## src/rtl/cfb_pkg.sv

```systemverilog
// ----------------------------------------------------------------------------
// cfb_pkg
// Shared types and constants for the command frame builder.
// ----------------------------------------------------------------------------
package cfb_pkg;

    localparam int unsigned ByteW = 8;
    localparam int unsigned LenW  = 16;

    localparam logic [ByteW-1:0] SYNC_FIRST  = 8'h00;
    localparam logic [ByteW-1:0] SYNC_SECOND = 8'hAA;

    // one input item as held in the input stage
    typedef struct packed {
        logic             frame_start;
        logic [ByteW-1:0] command_code;
        logic [LenW-1:0]  payload_length;
        logic             has_byte;
        logic [ByteW-1:0] payload_byte;
        logic             frame_last;
    } t_item;

    // byte of the frame that the builder sends next
    typedef enum logic [2:0] {
        PH_NONE,
        PH_SYNC0,
        PH_SYNC1,
        PH_LEN_HI,
        PH_LEN_LO,
        PH_OPCODE,
        PH_DATA,
        PH_CSUM
    } t_phase;

endpackage

```

## src/rtl/cfb_in_stage.sv

```systemverilog
// ----------------------------------------------------------------------------
// cfb_in_stage
// Input register: holds one item until the builder has sent all its bytes.
// ----------------------------------------------------------------------------
module cfb_in_stage (
    input  logic          i_clk,
    input  logic          i_rst_n,
    input  logic          i_valid,
    output logic          o_ready,
    input  cfb_pkg::t_item i_item,
    input  logic          i_pop,
    output logic          o_head_valid,
    output cfb_pkg::t_item o_head
);
    import cfb_pkg::*;

    logic  r_valid;
    t_item r_item;

    assign o_ready      = !r_valid || i_pop;
    assign o_head_valid = r_valid;
    assign o_head       = r_item;

    always_ff @(posedge i_clk) begin
        if (!i_rst_n) begin
            r_valid <= 1'b0;
        end else if (o_ready) begin
            r_valid <= i_valid;
        end
    end

    always_ff @(posedge i_clk) begin
        if (o_ready && i_valid) begin
            r_item <= i_item;
        end
    end

endmodule

```

## src/rtl/cfb_builder.sv

```systemverilog
// ----------------------------------------------------------------------------
// cfb_builder
// Byte sequencer with running checksum and output register.
// ----------------------------------------------------------------------------
module cfb_builder (
    input  logic          i_clk,
    input  logic          i_rst_n,
    input  logic          i_head_valid,
    input  cfb_pkg::t_item i_head,
    output logic          o_pop,
    output logic          o_valid,
    input  logic          i_ready,
    output logic [7:0]    o_byte,
    output logic          o_last
);
    import cfb_pkg::*;

    logic             r_in_frame;
    logic [ByteW-1:0] r_sum;
    logic             r_fresh;
    t_phase           r_ph;
    logic             r_out_valid;
    logic [ByteW-1:0] r_out_byte;
    logic             r_out_last;

    t_phase           first_ph;
    t_phase           cur_ph;
    t_phase           n_ph;
    logic             can_emit;
    logic [LenW-1:0]  frame_len;
    logic [ByteW-1:0] emit_byte;
    logic [ByteW-1:0] n_sum;
    logic             n_in_frame;

    assign frame_len = i_head.payload_length + LenW'(1);

    // next-state logic
    always_comb begin
        priority if (i_head.frame_start) begin
            first_ph = PH_SYNC0;
        end else if (r_in_frame && i_head.has_byte) begin
            first_ph = PH_DATA;
        end else if (r_in_frame && i_head.frame_last) begin
            first_ph = PH_CSUM;
        end else begin
            first_ph = PH_NONE;
        end
        cur_ph = r_fresh ? first_ph : r_ph;

        unique case (cur_ph)
            PH_SYNC0:  n_ph = PH_SYNC1;
            PH_SYNC1:  n_ph = PH_LEN_HI;
            PH_LEN_HI: n_ph = PH_LEN_LO;
            PH_LEN_LO: n_ph = PH_OPCODE;
            PH_OPCODE: n_ph = i_head.has_byte ? PH_DATA :
                              (i_head.frame_last ? PH_CSUM : PH_NONE);
            PH_DATA:   n_ph = i_head.frame_last ? PH_CSUM : PH_NONE;
            default:   n_ph = PH_NONE;
        endcase
    end

    assign can_emit = i_head_valid && (cur_ph != PH_NONE) && (!r_out_valid || i_ready);
    assign o_pop    = i_head_valid && ((cur_ph == PH_NONE) || (can_emit && n_ph == PH_NONE));

    // output and checksum logic
    always_comb begin
        n_sum      = r_sum;
        n_in_frame = r_in_frame;
        unique case (cur_ph)
            PH_SYNC0: begin
                emit_byte  = SYNC_FIRST;
                n_in_frame = 1'b1;
            end
            PH_SYNC1:  emit_byte = SYNC_SECOND;
            PH_LEN_HI: begin
                emit_byte = frame_len[LenW-1:ByteW];
                n_sum     = frame_len[LenW-1:ByteW];
            end
            PH_LEN_LO: begin
                emit_byte = frame_len[ByteW-1:0];
                n_sum     = r_sum + frame_len[ByteW-1:0];
            end
            PH_OPCODE: begin
                emit_byte = i_head.command_code;
                n_sum     = r_sum + i_head.command_code;
            end
            PH_DATA: begin
                emit_byte = i_head.payload_byte;
                n_sum     = r_sum + i_head.payload_byte;
            end
            PH_CSUM: begin
                emit_byte  = ByteW'(~r_sum) + ByteW'(1);
                n_sum      = '0;
                n_in_frame = 1'b0;
            end
            default:   emit_byte = '0;
        endcase
    end

    always_ff @(posedge i_clk) begin
        if (!i_rst_n) begin
            r_in_frame  <= 1'b0;
            r_sum       <= '0;
            r_fresh     <= 1'b1;
            r_ph        <= PH_NONE;
            r_out_valid <= 1'b0;
        end else begin
            if (can_emit) begin
                r_in_frame <= n_in_frame;
                r_sum      <= n_sum;
            end
            if (o_pop) begin
                r_fresh <= 1'b1;
                r_ph    <= PH_NONE;
            end else if (can_emit) begin
                r_fresh <= 1'b0;
                r_ph    <= n_ph;
            end
            if (can_emit) begin
                r_out_valid <= 1'b1;
            end else if (i_ready) begin
                r_out_valid <= 1'b0;
            end
        end
    end

    always_ff @(posedge i_clk) begin
        if (can_emit) begin
            r_out_byte <= emit_byte;
            r_out_last <= (cur_ph == PH_CSUM);
        end
    end

    assign o_valid = r_out_valid;
    assign o_byte  = r_out_byte;
    assign o_last  = r_out_last;

`ifndef SYNTH
    a_csum_closes: assert property (@(posedge i_clk) disable iff (!i_rst_n)
        (can_emit && cur_ph == PH_CSUM) |=> (!r_in_frame && r_sum == '0 && r_out_last))
        else $error("checksum did not close the frame");
    a_sync_opens: assert property (@(posedge i_clk) disable iff (!i_rst_n)
        (can_emit && cur_ph == PH_SYNC0) |=> (r_in_frame && !r_fresh && r_ph == PH_SYNC1))
        else $error("header did not open a frame");
    a_pop_needs_item: assert property (@(posedge i_clk) disable iff (!i_rst_n)
        o_pop |-> i_head_valid)
        else $error("pop without a held item");
    a_mid_item_phase: assert property (@(posedge i_clk) disable iff (!i_rst_n)
        (i_head_valid && !r_fresh) |-> (r_ph != PH_NONE))
        else $error("item in progress with nothing left to send");
`endif

endmodule

```

## src/rtl/command_frame_builder_top.sv

```systemverilog
// ----------------------------------------------------------------------------
// command_frame_builder_top
// Length-prefixed command framer with two's complement checksum.
// ----------------------------------------------------------------------------
// Path: an accepted item waits in the input register; its bytes leave
//   through the output register.
// Throughput: one output byte per cycle while the output is ready; a payload
//   item emits up to 2 bytes, a header item 5 to 7. Items with no bytes are
//   dropped; the next item can be accepted as an item's last byte is sent.
// Reset: synchronous, active low; clears the open frame and the checksum.
module command_frame_builder_top (
    input  logic        i_clk,
    input  logic        i_rst_n,
    input  logic        i_s_axis_tvalid,
    output logic        o_s_axis_tready,
    input  logic [31:0] i_s_axis_tdata,  // command_code, payload_length, payload_byte
    input  logic [1:0]  i_s_axis_tuser,  // frame_start, has_byte
    input  logic        i_s_axis_tlast,
    output logic        o_m_axis_tvalid,
    input  logic        i_m_axis_tready,
    output logic [7:0]  o_m_axis_tdata,  // out_byte
    output logic        o_m_axis_tlast
);
    import cfb_pkg::*;

    t_item in_item;
    t_item head;
    logic  head_valid;
    logic  pop;

    assign in_item.frame_start    = i_s_axis_tuser[0];
    assign in_item.command_code   = i_s_axis_tdata[7:0];
    assign in_item.payload_length = i_s_axis_tdata[23:8];
    assign in_item.has_byte       = i_s_axis_tuser[1];
    assign in_item.payload_byte   = i_s_axis_tdata[31:24];
    assign in_item.frame_last     = i_s_axis_tlast;

    cfb_in_stage u_in_stage (
        .i_clk        (i_clk),
        .i_rst_n      (i_rst_n),
        .i_valid      (i_s_axis_tvalid),
        .o_ready      (o_s_axis_tready),
        .i_item       (in_item),
        .i_pop        (pop),
        .o_head_valid (head_valid),
        .o_head       (head)
    );

    cfb_builder u_builder (
        .i_clk        (i_clk),
        .i_rst_n      (i_rst_n),
        .i_head_valid (head_valid),
        .i_head       (head),
        .o_pop        (pop),
        .o_valid      (o_m_axis_tvalid),
        .i_ready      (i_m_axis_tready),
        .o_byte       (o_m_axis_tdata),
        .o_last       (o_m_axis_tlast)
    );

endmodule

```

## config.mk

```make
export PLATFORM = sky130hd
export DESIGN_NAME = command_frame_builder_top
export DESIGN_NICKNAME = d
export VERILOG_FILES = /design/src/rtl/cfb_pkg.sv /design/src/rtl/cfb_in_stage.sv /design/src/rtl/cfb_builder.sv /design/src/rtl/command_frame_builder_top.sv
export SDC_FILE = /design/constraint.sdc
export NUM_CORES = 1
export LEC_CHECK = 0
export BUFFER_PORTS_ARGS = -buffer_cell sky130_fd_sc_hd__buf_4
export CAP_MARGIN = 20
export CORE_MARGIN = 2
export CORE_UTILIZATION = 45
export CTS_CLUSTER_DIAMETER = 100
export CTS_CLUSTER_SIZE = 16
export DETAILED_ROUTE_END_ITERATION = 8
export PLACE_DENSITY_LB_ADDON = 0.12
export SYNTH_ARGS = -nofsm -noshare
export SYNTH_HDL_FRONTEND = slang
export SYNTH_SLANG_ARGS = --single-unit
```

## constraint.sdc

```tcl
create_clock -name i_clk -period 3.6 [get_ports i_clk]
set_input_delay 0.18 -clock i_clk [delete_from_list [all_inputs] [get_ports i_clk]]
set_output_delay 0.18 -clock i_clk [all_outputs]
set_load 0.05 [all_outputs]
```

==> results of run 1 <==
kinds of logic (layout without fill, tap and decap cells):
| logic type | after synthesis | after routing |
|---|---|---|
| and+or+nand+nor | 97 | 97 |
| AOI/OAI and AO/OA | 74 | 74 |
| DFF | 59 | 59 |
| xor gates and xnor gates | 24 | 24 |
| buffers and inverters | 19 | 104 |
| adders and majority gates | 10 | 10 |
| muxes | 6 | 6 |
path summary, 6_finish.rpt:
kind / slack [ns] / end / depth (start not counted)
worst max register to register: 0.18 / u_builder.r_sum[6] / 16
worst min register to register: 0.54 / u_builder.o_valid / 2
worst max-delay path: 0.18 / u_builder.r_sum[6] / 16
worst min-delay path: 0.006 / u_in_stage.o_head[8] / 1
power by group:
part	switching, uW	total (uW)	internal, uW	leakage [uW]
sequential	40.0	837	797	0.000549
clock	273	659	386	0.000101
combinational	227	399	171	0.000970
total	540	1890	1350	0.00162
placed cells by master (no fill, tap or decap), types with 3 or more instances in the layout:
master,count
buf_4,62
ha_1,8
mux2i_1,4
nand2_1,28
nor3_1,7
xor2_1,12
o211a_1,4
a21o_1,3
nand2b_1,4
and4_1,3
nand3_1,11
xnor2_1,12
nor2_1,16
o2111ai_1,3
dfxtp_1,15
nand4_1,3
or2_2,3
o211ai_1,6
a22oi_1,9
clkinvlp_4,3
edfxtp_1,44
dlygate4sd3_1,14
clkbuf_8,9
inv_1,12
a21oi_1,11
o21ai_0,12
metal layers:
metal / up-vias / track usage (%) / part of all wire, %
met4: 0 / 11.5 / 3.2
met2: 102 / 35.3 / 48
met3: 23 / 7.54 / 6.8
met5: - / 0 / 0
met1: 1203 / 25.2 / 42
li1: 1259 / - / -
state kept, by name, summed over array words and instances (netlist names):
signal                   cells
u_builder.o_valid            1
u_builder.r_ph               3
u_builder.o_last             1
u_in_stage.o_head           35
u_builder.o_byte             8
u_in_stage.o_head_valid      1
u_builder.r_fresh            1
u_builder.r_in_frame         1
u_builder.r_sum              8
repair_timing:
| item | CTS | global route |
|---|---|---|
| hold buffers | 14 | 0 |
| endpoints found under the setup margin | 0 | 2 |
| gates resized for setup | 0 | 6 |
| setup buffers | 0 | 3 |
| hold endpoints to repair | 14 | 0 |
through the flow:
step | total power [uW] | util [%] | std cells
floorplan | 1100 | - | 289
global placement | 1230 | 54.3 | 437
detailed placement | 1230 | 54.3 | 437
CTS | 1900 | 59.6 | 467
global route | 1980 | 60.1 | 470
finish | 1890 | 60.1 | 470
cell type report:
| type | count | area [sq um] |
|---|---|---|
| well taps | 96 | 120 |
| clock buffers | 9 | 124 |
| flip-flops and latches | 59 | 1620 |
| repair buffers | 76 | 606 |
| clock inverters | 7 | 92.6 |
| multi-input cells | 211 | 1480 |
| fillers | 579 | 2710 |
| inverters | 12 | 45.0 |
==> run_results.csv, run 1 <==
group,metric,value,unit
clock_tree,cts_tree,"done",
worst_hold_path,hold_class,"in2reg",
floorplan,start_util,46.7,%
synthesis,synth_area_per_cell,11.0,sq um
synthesis,async_reset_ff_share,0,%
detailed_routing,dr_total_vias,2587,
synthesis,synth.distinct_cells,59,
synthesis,synth_nets,338,
clock_tree,clock_latency,0.35,ns
synthesis,synth_common_cells,"edfxtp_1 (44), nand2_1 (28), nor2_1 (17)",
worst_setup_path,path_cells,"mux2_2 > or2_2 > nor3_2 > buf_4 > a22oi_1 > mux2i_1 > ha_2 > inv_1 > fa_1 > nor2b_1 > o21a_1 > o21ai_1 > a21boi_1 > or4_1 > o211a_1 > a21oi_1",
timing,hold_viol,0,
synthesis,synth_adder_area_share,4.18,%
floorplan,die_h,88.0,um
synthesis,synth_xor_area_share,6.62,%
synthesis,syn_inst,289,
floorplan,row_count,30,
worst_setup_path,cp_top_family,"simple AND/OR/NAND/NOR gates",
synthesis,synth_compound_area_share,17.3,%
placed_design,io_buffer_count,49,
placed_design,dp_slack,0.251,ns
timing,setup_viol_count_final,0,
global_routing,track_usage,21.7,%
timing,tightest_slew,0.761,ns
placed_design,place_area,3690,sq um
worst_setup_path,critPathMaxFanout,6,
detailed_routing,first_pass_iters,5,
worst_setup_path,start_kind,"flip-flop",
global_routing,grt_pass1_wl,12300,um
worst_setup_path,arrival,3.63,ns
pwr,powerDensity,464,nW/um^2
layout,syn_to_final_growth,28.6,%
clock_tree,clk_pin_slew,0.08,ns
timing,whs,0.00598,ns
detailed_routing,ant_nets,0,
detailed_routing,drt_first_iter_violations,119,
placed_design,dp_hpwl,5720,um
synthesis,synth_seq_cells,59,
flow_run,maxCapViolCount,0,
synthesis,yosys-top-cells-area,"edfxtp_1 (42%), dfxtp_1 (9.5%), ha_1 (3.5%)",
synthesis,synth_top_area_cell,"edfxtp_1",
timing,clock_skew,0.0134,ns
layout,diodes,0,
synthesis,synth-simple-area-share,15.9,%
worst_setup_path,required,3.80,ns
layout,drive_gt1_share,25.7,%
outcome,status,"complete, no violations",
timing,min_period,3.42,ns
timing,fin_ws,0.179,ns
floorplan,fp.dieArea,7740,sq um
worst_setup_path,r2r_start,"u_in_stage.o_head[34]",
clock_tree,clockBufferDepth,2,
pwr,ir_worst_vdd,0.318,mV
timing,tns,0,ns
clock_tree,clkSinkCount,59,
detailed_routing,drc_errors,0,
worst_setup_path,crit_path_max_incr_delay,0.47,ns
clock_tree,cts_max_level,3,
global_routing,grt-ovfl-total,0,
worst_setup_path,end_kind,"flip-flop",
synthesis,ys.flop_type,"edfxtp_1",
worst_setup_path,crit_type,"reg2reg",
clock_tree,numCtsBuffers,9,
synthesis,synthMuxAreaShare,1.97,%
synthesis,yosysMostFrequentCell,"edfxtp_1",
floorplan,core,6790,sq um
global_routing,grt_max_degree,36,
layout,final_cell_area,4080,sq um
detailed_routing,wl_per_cell,16.4,um
floorplan,ioPinCount,50,
pwr,power.leakage,0.00162,uW
synthesis,synth-edff-count,44,
synthesis,netlist_area,3180,sq um
worst_setup_path,worst_path_max_delay_cell,"edfxtp_1",
timing,maxSlewHeadroom,48.8,%
global_routing,antenna_found_initial,0,
floorplan,die-width,88.0,um
worst_setup_path,startpoint,"u_in_stage.o_head[34]",
timing,clock.fmax,0.292,GHz
synthesis,netlist.area_leader.share,41.6,%
timing,post-route-period-util,95.0,%
worst_setup_path,crit_buf_inv,2,
detailed_routing,totalWireLength,7690,um
synthesis,synth_seq_area_share,51.1,%
timing,slew_viol_final,0,
layout,fin_nets,418,
detailed_routing,vias_per_cell,5.50,
synthesis,synth_top_family_by_area,"compound AO/OA/AOI/OAI gates",
global_routing,grt_pass1_vias,2531,
synthesis,yosysWarnings,0,
worst_hold_path,hp-start,"i_s_axis_tdata[31]",
placed_design,gp_congestion,0.897,
clock_tree,cts_root_buf,"clkbuf_8",
No activity file was read; power rests on OpenSTA's default activity.
==> run 2, diff against run 1 <==
--- a/config.mk
+++ b/config.mk
@@ -7,8 +7,9 @@
 export LEC_CHECK = 0
 export BUFFER_PORTS_ARGS = -buffer_cell sky130_fd_sc_hd__buf_4
 export CAP_MARGIN = 20
+export CORE_ASPECT_RATIO = 1.5
 export CORE_MARGIN = 2
-export CORE_UTILIZATION = 45
+export CORE_UTILIZATION = 57
 export CTS_CLUSTER_DIAMETER = 100
 export CTS_CLUSTER_SIZE = 16
 export DETAILED_ROUTE_END_ITERATION = 8
==> constraint.sdc (replaced) <==
create_clock -name i_clk -period 3.77 [get_ports i_clk]
set_input_delay 0.1885 -clock i_clk [delete_from_list [all_inputs] [get_ports i_clk]]
set_output_delay 0.1885 -clock i_clk [all_outputs]
set_load 0.05 [all_outputs]
==> run_results.csv, run 2 (synthesized netlist as in run 1, its figures left out) <==
group,metric,value,unit
clock_tree,cts_root_buf,"clkbuf_8",
global_routing,grt-ovfl-total,0,
layout,fin_util,71.2,%
floorplan,start_util,58.7,%
worst_setup_path,end_kind,"flip-flop",
detailed_routing,ant_nets,0,
detailed_routing,totalWireLength,7760,um
pwr,clkPwrFrac,32.4,%
clock_tree,clockBufferDepth,2,
layout,syn_to_final_growth,21.2,%
floorplan,fp.dieArea,6200,sq um
timing,post-route-period-util,91.2,%
worst_setup_path,required,3.99,ns
worst_setup_path,critPathMaxFanout,9,
floorplan,ioPinCount,50,
worst_setup_path,reg2regPathDepth,12,
timing,hold_viol,0,
floorplan,die-width,64.9,um
timing,slew_viol_final,0,
placed_design,io_buffer_count,49,
layout,drive_gt1_share,24.2,%
timing,clock_skew,0.00776,ns
placed_design,gp_congestion,0.898,
timing,setup_viol_count_final,0,
timing,rsz0062_at_grt,"false",
layout,layout_commonest_cell,"buf_4",
worst_hold_path,hold-path-endpoint,"u_in_stage.o_head[9]",
clock_tree,cts_tree,"done",
global_routing,grt_pass1_wl,12300,um
placed_design,dp_slack,0.341,ns
pwr,power.net_switching,506,uW
detailed_routing,vias_per_cell,5.84,
layout,diodes,0,
layout,fin_nets,400,
detailed_routing,drc_errors,0,
detailed_routing,dr_total_vias,2489,
detailed_routing,drt_first_iter_violations,112,
worst_setup_path,arrival,3.66,ns
clock_tree,clock_latency,0.34,ns
layout,layout_common_cells,"buf_4 (57), edfxtp_1 (44), nand2_1 (28)",
timing,tns,0,ns
clock_tree,numCtsBuffers,9,
worst_setup_path,crit_type,"reg2reg",
floorplan,die_h,95.4,um
floorplan,core,5410,sq um
layout,fillerInstances,421,
pwr,power_frac_seq,46.6,%
pwr,combPwrFrac,21.0,%
worst_hold_path,hold_class,"in2reg",
outcome,status,"complete, no violations",
worst_hold_path,min_path_cells,1,
clock_tree,postCtsSetupBuffers,0,
placed_design,dp_hpwl,6090,um
layout,stdcell_count,426,
pwr,power,1720,uW
timing,maxSlewHeadroom,40.9,%
pwr,power.leakage,0.00153,uW
clock_tree,clk_pin_slew,0.07,ns
timing,clock.fmax,0.291,GHz
flow_run,maxCapViolCount,0,
worst_setup_path,r2r_start,"u_in_stage.o_head[34]",
pwr,swShare,29.4,%
worst_setup_path,reg2reg_slack,0.33,ns
floorplan,row_count,33,
detailed_routing,wl_per_cell,18.2,um
worst_hold_path,hp-start,"i_s_axis_tuser[1]",
detailed_routing,first_pass_iters,4,
global_routing,track_usage,27.8,%
pwr,ir_worst_vdd,0.374,mV
worst_setup_path,start_kind,"flip-flop",
global_routing,grt_max_degree,36,
global_routing,grt_pass1_vias,2536,
timing,fin_ws,0.331,ns
worst_setup_path,rr_endpoint,"u_builder.r_sum[7]",
timing,tightest_slew,0.879,ns
clock_tree,cts_max_level,3,
global_routing,antenna_found_initial,0,
layout,largest_reg_flops,35,
pwr,p_int,1210,uW
pwr,powerDensity,447,nW/um^2
timing,min_period,3.44,ns
clock_tree,clkSinkCount,59,
placed_design,placedCellCount,409,
-- run 2: worst max-delay path: stages, from the launching register on --
cell and delay, ns:
edfxtp_1 0.46, mux2_2 0.30, nor2_1 0.31, a31o_2 0.37
mux2_2 0.39, ha_1 0.28, a21o_1 0.11, a21oi_1 0.09
o211ai_1 0.26, a21oi_1 0.11, o21ba_2 0.21, o2111a_1 0.13
a221o_1 0.31
-- run 2: how the worst max path moves through the flow --
stage,startpoint,endpoint,slack [ns]
after global placement,u_in_stage.o_head[34],u_builder.r_sum[6],0.43
after CTS,u_in_stage.o_head[34],u_builder.r_sum[6],0.31
after floorplan,u_in_stage.o_head[34],u_builder.r_sum[6],0.43
after global routing,u_in_stage.o_head[34],u_builder.r_sum[6],0.07
final,u_in_stage.o_head[34],u_builder.r_sum[7],0.33
after detailed placement,u_in_stage.o_head[34],u_builder.r_sum[6],0.34
-- run 2: through the flow --
stage,hold WS (ns),area [sq um]
detailed placement,0.368,3640
finish,0.0238,3850
CTS,0.00497,3840
global route,0.000184,3850
floorplan,0.287,3180
global placement,0.367,3640
-- run 2: area by class of cell --
cell class	instances	area [sq um]	area share (%)
Clock buffer	10	128	3.32
Multi-Input combinational cell	211	1460	38.0
Clock inverter	6	66.3	1.72
Sequential cell	59	1620	42.1
Tap cell	70	87.6	2.28
Inverter	12	45.0	1.17
Timing Repair Buffer	58	438	11.4
-- run 2: power groups by stage --
| stage | registers (uW) | logic (uW) | clock network [uW] |
|---|---|---|---|
| after floorplan | 829 | 223 | 0 |
| after global placement | 813 | 356 | 0 |
| after detailed placement | 815 | 357 | 0 |
| after CTS | 800 | 359 | 569 |
| after global routing | 807 | 396 | 593 |
| final | 801 | 361 | 557 |
-- run 2: repair_timing --
| item | in CTS | in global routing |
|---|---|---|
| hold buffers | 0 | 1 |
| resized for setup | 0 | 1 |
| endpoints found under the setup margin | 0 | 1 |
| hold endpoints to repair | 0 | 1 |
-- run 2: per-layer routing --
metal / up-vias / share of wire [%] / GRT usage, %
met5: - / 0 / 0
met4: 0 / 3.2 / 15.8
met3: 19 / 3.2 / 6.73
met2: 73 / 58 / 53.3
met1: 1176 / 35 / 26.3
li1: 1221 / - / -
==> run 3, diff against run 2 <==
--- a/config.mk
+++ b/config.mk
@@ -14,6 +14,7 @@
 export CTS_CLUSTER_SIZE = 16
 export DETAILED_ROUTE_END_ITERATION = 8
 export PLACE_DENSITY_LB_ADDON = 0.12
+export RECOVER_POWER = 25
 export SYNTH_ARGS = -nofsm -noshare
 export SYNTH_HDL_FRONTEND = slang
 export SYNTH_SLANG_ARGS = --single-unit
==> run_results.csv, run 3 (synthesized netlist as in run 1, its figures left out) <==
group,metric,value,unit
timing,clock.fmax,0.291,GHz
detailed_routing,dr_total_vias,2495,
worst_setup_path,required,3.99,ns
floorplan,start_util,58.7,%
worst_setup_path,crit_type,"reg2reg",
worst_hold_path,hp-start,"i_s_axis_tdata[23]",
timing,slew_viol_final,0,
clock_tree,clockBufferDepth,2,
layout,diodes,0,
clock_tree,clock_latency,0.34,ns
layout,largest_reg_flops,35,
pwr,powerDensity,446,nW/um^2
detailed_routing,vias_per_cell,5.86,
layout,layout_commonest_cell,"edfxtp_1",
placed_design,place_area,3640,sq um
timing,rsz0062_at_grt,"false",
global_routing,antenna_found_initial,0,
clock_tree,numCtsBuffers,9,
detailed_routing,drt_first_iter_violations,109,
clock_tree,cts_max_level,3,
layout,final_cell_area,3850,sq um
worst_setup_path,arrival,3.66,ns
timing,tightest_slew,0.873,ns
detailed_routing,ant_nets,0,
placed_design,dp_hpwl,6090,um
layout,syn_to_final_growth,21.2,%
layout,fin_nets,400,
worst_setup_path,reg2regPathDepth,12,
pwr,ir_worst_vdd,0.374,mV
floorplan,die-width,64.9,um
clock_tree,cts_tree,"done",
worst_setup_path,reg2reg_slack,0.34,ns
global_routing,grt-ovfl-total,0,
detailed_routing,first_pass_iters,4,
worst_setup_path,critPathMaxFanout,9,
worst_setup_path,r2r_start,"u_in_stage.o_head[34]",
floorplan,ioPinCount,50,
placed_design,io_buffer_count,49,
global_routing,grt_max_degree,36,
detailed_routing,drc_errors,0,
timing,post-route-period-util,91.1,%
worst_setup_path,rr_endpoint,"u_builder.r_sum[7]",
timing,clock_skew,0.00777,ns
timing,tns,0,ns
floorplan,core,5410,sq um
timing,hold_viol,0,
floorplan,die_h,95.4,um
worst_hold_path,hold_class,"in2reg",
timing,maxSlewHeadroom,41.3,%
timing,setup_viol_count_final,0,
outcome,status,"complete, no violations",
worst_hold_path,min_path_cells,1,
worst_setup_path,end_kind,"flip-flop",
placed_design,gp_congestion,0.898,
detailed_routing,totalWireLength,7750,um
global_routing,grt_pass1_wl,12300,um
clock_tree,clkSinkCount,59,
floorplan,fp.dieArea,6200,sq um
floorplan,row_count,33,
global_routing,grt_pass1_vias,2536,
worst_hold_path,hold-path-endpoint,"u_in_stage.o_head[25]",
clock_tree,clk_pin_slew,0.07,ns
detailed_routing,wl_per_cell,18.2,um
timing,min_period,3.43,ns
layout,layout_common_cells,"edfxtp_1 (44), buf_4 (29), nand2_1 (28), clkbuf_4 (28), nor2_1 (17)",
clock_tree,cts_root_buf,"clkbuf_8",
flow_run,maxCapViolCount,0,
worst_setup_path,start_kind,"flip-flop",
global_routing,track_usage,27.8,%
pwr,power.leakage,0.00152,uW
layout,drive_gt1_share,24.2,%
## run 3: how the worst max path moves through the flow
stage / start / endpoint / slack (ns) / cells past startpoint
after floorplan: u_in_stage.o_head[34] / u_builder.r_sum[6] / 0.43 / 15
after global placement: u_in_stage.o_head[34] / u_builder.r_sum[6] / 0.43 / 16
after detailed placement: u_in_stage.o_head[34] / u_builder.r_sum[6] / 0.34 / 16
after CTS: u_in_stage.o_head[34] / u_builder.r_sum[6] / 0.31 / 16
after global routing: u_in_stage.o_head[34] / u_builder.r_sum[6] / 0.07 / 16
final: u_in_stage.o_head[34] / u_builder.r_sum[7] / 0.34 / 12
## run 3: cell type report
class | count | area (sq um)
Multi-Input combinational cell | 211 | 1460
Timing Repair Buffer | 58 | 438
Inverter | 12 | 45.0
Clock inverter | 6 | 66.3
Clock buffer | 10 | 128
Sequential cell | 59 | 1620
Tap cell | 70 | 87.6
Fill cell | 421 | 1560
## run 3: timing repair
item / CTS / global route
hold buffers: 0 / 1
hold endpoints to repair: 0 / 1
resized for setup: 0 / 1
setup endpoints to repair: 0 / 1
buffers inserted: 0 / 0
## run 3: power breakdown
group          total, uW  switching [uW]  internal, uW
combinational        359             214           145
sequential           801            39.8           761
clock                556             252           305
## run 3: critical path, cell delays in order, from the launching register on
cell and delay [ns]:
edfxtp_1 0.46, mux2_2 0.30, nor2_1 0.31, a31o_2 0.37, mux2_2 0.39, ha_1 0.28, a21o_1 0.11, a21oi_1 0.09
o211ai_1 0.26, a21oi_1 0.11, o21ba_2 0.21, o2111a_1 0.13, a221o_1 0.31
## run 3: routing by layer
layer | GRT usage (%) | wire length (um) | share of wire (%)
met5 | 0 | 0 | 0
met4 | 15.8 | 245 | 3.2
met3 | 6.73 | 281 | 3.6
met2 | 53.3 | 4500 | 58
met1 | 26.3 | 2720 | 35
## run 3: stage by stage
| stage | cells | power [uW] | hold slack [ns] | setup slack, ns | util (%) |
|---|---|---|---|---|---|
| global placement | 409 | 1170 | 0.367 | 0.427 | 67.4 |
| floorplan | 289 | 1050 | 0.287 | 0.430 | - |
| CTS | 425 | 1730 | 0.00497 | 0.309 | 71.0 |
| detailed placement | 409 | 1170 | 0.368 | 0.341 | 67.4 |
| global route | 426 | 1790 | 0.0122 | 0.0723 | 71.2 |
| finish | 426 | 1720 | 0.0315 | 0.336 | 71.2 |
